--- src/rtl/core/brfifo_pkg.sv ---
// Shared types and constants for the byte ring FIFO with peek and discard.
// Used by the controller, the datapath and the top level; no dependencies.
package brfifo_pkg;

  // Field widths of requests and results.
  localparam int KIND_W   = 3;
  localparam int DATA_W   = 8;
  localparam int OFFS_W   = 10;
  localparam int CNT_W    = 10;
  localparam int SIZE_W   = 11;
  localparam int APB_DW   = 32;
  localparam int APB_AW   = 3;

  // Default store depth and the size register's reset value.
  localparam int DEPTH_DEFAULT = 1024;
  localparam int SIZE_RESET    = 1024;

  // Register index of the ring size register.
  localparam logic REG_IDX_SIZE = 1'b0;

  // Operation codes carried in the kind field.
  typedef logic [KIND_W-1:0] kind_t;
  localparam kind_t KIND_PUSH    = 3'd0;
  localparam kind_t KIND_POP     = 3'd1;
  localparam kind_t KIND_PEEK    = 3'd2;
  localparam kind_t KIND_DISCARD = 3'd3;
  localparam kind_t KIND_FLUSH   = 3'd4;

  // Commands from the controller to the datapath.
  typedef struct packed {
    logic capture;  // register the incoming request
    logic exec;     // perform the operation and the store access
    logic load;     // load the result into the output register
  } brfifo_cmd_t;

endpackage

--- src/rtl/core/brfifo_ctrl.sv ---
// Controller for the byte ring FIFO: sequences capture, execute and result load.
// Depends on brfifo_pkg for the command struct.
module brfifo_ctrl (
  input  logic                    clk,
  input  logic                    rst,
  input  logic                    s_tvalid,
  output logic                    s_tready,
  input  logic                    m_tready,
  output logic                    m_tvalid,
  output brfifo_pkg::brfifo_cmd_t cmd
);
  import brfifo_pkg::*;

  typedef enum logic [1:0] {
    S_IDLE,
    S_EXEC,
    S_LOAD
  } state_t;

  state_t state;
  logic   out_valid;
  logic   load_ok;

  // The result may be loaded once the output register is free or being drained.
  assign load_ok = (state == S_LOAD) && (!out_valid || m_tready);

  // Command decode from the current state.
  always_comb begin
    s_tready    = (state == S_IDLE);
    cmd.capture = (state == S_IDLE) && s_tvalid;
    cmd.exec    = (state == S_EXEC);
    cmd.load    = load_ok;
  end

  assign m_tvalid = out_valid;

  // State register and the output valid flag.
  always_ff @(posedge clk) begin
    if (rst) begin
      state     <= S_IDLE;
      out_valid <= 1'b0;
    end else begin
      unique case (state)
        S_IDLE: begin
          if (s_tvalid) state <= S_EXEC;
        end
        S_EXEC: begin
          state <= S_LOAD;
        end
        S_LOAD: begin
          if (load_ok) state <= S_IDLE;
        end
        default: begin
          state <= S_IDLE;
        end
      endcase
      if (load_ok) begin
        out_valid <= 1'b1;
      end else if (m_tready) begin
        out_valid <= 1'b0;
      end
    end
  end

endmodule

--- config.mk ---
export PLATFORM = sky130hd
export DESIGN_NAME = brfifo_ctrl
export DESIGN_NICKNAME = d
export VERILOG_FILES = /design/src/rtl/core/brfifo_pkg.sv /design/src/rtl/core/brfifo_ctrl.sv
export SDC_FILE = /design/constraint.sdc
export NUM_CORES = 1
export LEC_CHECK = 0
export BUFFER_PORTS_ARGS = -buffer_cell sky130_fd_sc_hd__buf_2
export CAP_MARGIN = 10
export CORE_AREA = 2 2 39 41
export DETAILED_ROUTE_END_ITERATION = 10
export DIE_AREA = 0 0 41 43
export PLACE_DENSITY = 0.39
export SLEW_MARGIN = 20
export SYNTH_ARGS = -nofsm -noshare
export SYNTH_HDL_FRONTEND = slang
export SYNTH_SLANG_ARGS = --single-unit
export TNS_END_PERCENT = 50
--- constraint.sdc ---
create_clock -name clk -period 1 [get_ports clk]
set_input_delay 0.1 -clock clk [delete_from_list [all_inputs] [get_ports clk]]
set_output_delay 0.1 -clock clk [all_outputs]
set_load 0.05 [all_outputs]
# Word-level counts from Yosys, hierarchy flattened
# Index checks and enable logic that the tools add are counted.
[op_classes]
n_eq_ne = 4
muxes = 5
n_reduce_logical = 7
[ops]
columns = ["operator", "n"]
rows = [
  ["$pmux W2 S3", 1],
  ["$mux W2", 2],
  ["$ne A2 B2 Y1 const B", 2],
  ["$eq A2 B1 Y1 const B", 1],
  ["$eq A2 B2 Y1 const B", 1],
  ["$logic_and A1 B1 Y1", 2],
  ["$logic_not A2 Y1", 1],
  ["$mux W1", 2],
  ["$reduce_and A2 Y1", 1],
  ["$reduce_bool A2 Y1", 1],
  ["$logic_not A1 Y1", 1],
  ["$logic_or A1 B1 Y1", 1],
]
[totals]
ff_bits = 3
input_bits = 4
out_inout_bits = 5
wordCells = 18

# Longest topological paths before layout
[logic_depth]
depth_word = 5
ltp_mapped = 3
mapped_depth_nobuf = 2

# Least setup slack after synthesis
# No wires, ideal clock.
[synth_path]
path_type = "register -> register"
start = "register state[1]"
end = "register state[0]"
setup_ps = 67
t_arrival_ps = 1217
required_ps = 933
slack_ps = -284
path_stages_with_launch = 3
path_buffers = 0
period_less_slack_ps = 1284
path_cell_list = "dfxtp_1 -> nor3b_2 -> nor2b_1"
[synth_between]
elab_chain_len = 4
elab_cells_between_ends = 8
classes_between = "eq/ne: 4; mux: 1; reduce/logical: 3"
[synth_lines]
columns = ["element", "line", "source"]
rows = [
  ["start, declared", "brfifo_ctrl.sv:20", "state_t state;"],
  ["start signal, assigned", "brfifo_ctrl.sv:40", "state <= S_IDLE;"],
  ["start signal, assigned", "brfifo_ctrl.sv:45", "if (s_tvalid) state <= S_EXEC;"],
  ["start signal, assigned", "brfifo_ctrl.sv:48", "state <= S_LOAD;"],
  ["$eq A2 B2 Y1", "brfifo_ctrl.sv:25, brfifo_ctrl.sv:43", ""],
  ["$logic_and A1 B1 Y1", "brfifo_ctrl.sv:25", "assign load_ok = (state == S_LOAD) && (!out_valid || m_tready);"],
  ["$ne A2 B2 Y1 (no source line)", "-", ""],
  ["$reduce_and A2 Y1 (no source line)", "-", ""],
]
# Several ways; a longest one is shown, not always the timed one.
# A chain may end at the register's enable or synchronous reset.

==> run metrics <==
status complete, but fails checks; failing checks setup timing; first-pass GRT wire length roughly 570 µm; crit path launch type flop; pwr dens ~1600 mW/mm²; Synth top area share between 40% and 50%; ANT nets after route 0; PortBufs 8; CTS HTree Levels 1; Tcrit/Tclk final 109%; non-filler cells, final 42; hold_ws ~0.056 ns; Reg area around 66 µm²; Synth cell types 10; height of the die roughly 43 µm; Final setup viols 4; RSZ-0062 raised after global routing true; most common cell in the netlist dfxtp_1; GRT overflow 0; post-DR vias/cell around 3.4; worst-margin pin slew ~0.25 ns; Cell Area, Placed 206 µm²; Initial Util 10.6%; area delta synth->final 94.0%; clock latency on the worst-skew pair between 0.2 and 0.25 ns; Post-synth top cells 3 x dfxtp_1, 2 x nand2b_1, 2 x nor2b_1; placer congestion estimate 0.559; Die ar. ~0.0018 mm²; via count 141; Core Util, Final 20.5%; IO Pins 9; pin count of the biggest net entering global routing 6; fraction of registers with async set/reset 0%; worst-path fanout max 5; leakage ~0.13 nW; Tmin final 1.09 ns; placed cells 37; clock skew 0.00151 ns; WL/cell 8.55 µm; antenna violations before repair 0; MaxCap Viol Count 0; core area around 0.0014 mm²; Hold Path Class in2reg; Post-Syn Area ~150 µm²; CTS sink count 3; CTS tree yes; Syn Nets 18; hold_buf cts 0; Seq cells post-synth 3; DRT iter0 DRCs 1; Tot GR Track Use roughly 5.5%; Crit. End Element output pin; number of flops mapped to enable cells by yosys 0; maximum vdd ir drop around 410 µV; synth top area cells dfxtp_1 41%, and4bb_1 8.5%, nand2b_1 8.5%, nor2b_1 8.5%, nor3b_2 8.5%; final hold vios 0; register area share after synthesis about two fifths; design area between 200 and 300 µm²; Nets 31; Routed WL 359 µm; cell taking the most area after synthesis dfxtp_1; CP Class reg2out; post-synthesis cell count 14; die extent in x about 41 µm; share of cells above drive strength 1 between 70% and 80%; family with the most delay on the worst path flip-flops; Worst Path Arrival just under 1 ns; slowest stage delay, CP roughly 0.36 ns; DR DRC count 0; row count 14; Root Driver clkbuf_4; fmax between 900 and 1000 MHz; fillers approximately 150; max_slew headroom a little over four fifths; Post-synth top flop dfxtp_1; worst path buffer plus inverter count 1; synthesized area per cell around 10 µm²; Synth Warn # 0; DRT Pass-1 Iters 2; Slowest-stage cell, CP dfxtp_4; antenna diode count 0; vias in the first global route 139; multi-input logic area roughly 95 µm²; Worst-path clk slew about 0.040 ns; TritonCTS Buffers 3; Critical Path RT roughly 0.90 ns; Final Slew Violations 0; crit-path cells and2b_4, buf_8; fin worst setup slack -0.0928 ns; CTS max path bufs 2
[layer usage]
metal / routed length [µm] / vias to the layer above / global-route usage [%]
met4: 0 / 0 / 6.00
met5: 0 / - / 0
met3: 62 / 0 / 4.71
met2: 138 / 9 / 5.94
li1: - / 71 / -
met1: 159 / 61 / 5.75
[report_power, final]
part | leakage, nW | switching, mW | internal, mW | total (mW)
clock | 0.0150 | 0.0604 | 0.149 | 0.210
combinational | 0.0908 | 0.0616 | 0.0498 | 0.111
sequential | 0.0261 | 0.00896 | 0.125 | 0.134
total | 0.132 | 0.131 | 0.325 | 0.456
[worst reg2reg max path, stage by stage, from the launching register on]
cell     delay [ns]
dfxtp_4        0.38
and2b_4        0.21
buf_4          0.13
o21ba_1        0.17
[layout by cell type, fill, tap and decap left out]
cell and instances:
buf_2 4, clkbuf_4 3, buf_6 3, dfxtp_2 2, nand2b_4 1, nand2b_1 1
nor2b_2 1, and2b_4 1, nor2_1 1, nor3b_4 1, nor2b_1 1, and4bb_1 1
o21ba_1 1, a21oi_1 1, clkbuf_1 1, buf_8 1, buf_4 1, dfxtp_4 1
[layout make-up]
class                   instances  share of cell area (%)
multi-input cells              10                    33.5
flip-flops and latches          3                    23.3
well taps                      16                    7.05
repair buffers                  9                    26.9
clock buffers                   4                    9.25
[stage by stage]
stage                     worst slack, ns  setup TNS [ns]  total power [mW]
after floorplan                    -0.108          -0.211             0.203
after global placement             0.0311               0             0.221
after detailed placement           0.0126               0             0.222
after CTS                          -0.105          -0.304             0.468
after global routing               -0.135          -0.447             0.487
final                             -0.0928          -0.261             0.456
[cell families (layout without fill, tap and decap cells)]
logic type | count (synthesis) | after routing | share of synthesized area (%)
AO/OA/AOI/OAI | 2 | 2 | 10.3
buffers and inverters | 1 | 13 | 5.13
flip-flops | 3 | 3 | 41.0
AND/OR/NAND/NOR | 8 | 8 | 43.6
[sequential cells by signal, summed over array words and instances (netlist names)]
| name | count |
|---|---|
| state | 2 |
| m_tvalid | 1 |
[final timing paths]
check | start | to | slack [ns] | depth (start not counted)
max reg2reg | state[1] | state[1] | 0.01 | 3
min | rst | state[0] | 0.06 | 2
max | state[1] | cmd[1] | -0.09 | 2
min reg2reg | m_tvalid | m_tvalid | 0.50 | 2
[what timing repair did]
| item | in CTS | in global routing |
|---|---|---|
| setup buffers | 1 | 0 |
| setup endpoints to repair | 4 | 5 |
| gates cloned | 0 | 0 |
| pin swaps | 1 | 0 |
| gates resized for setup | 13 | 1 |
Power figures use the tool's default switching activity.
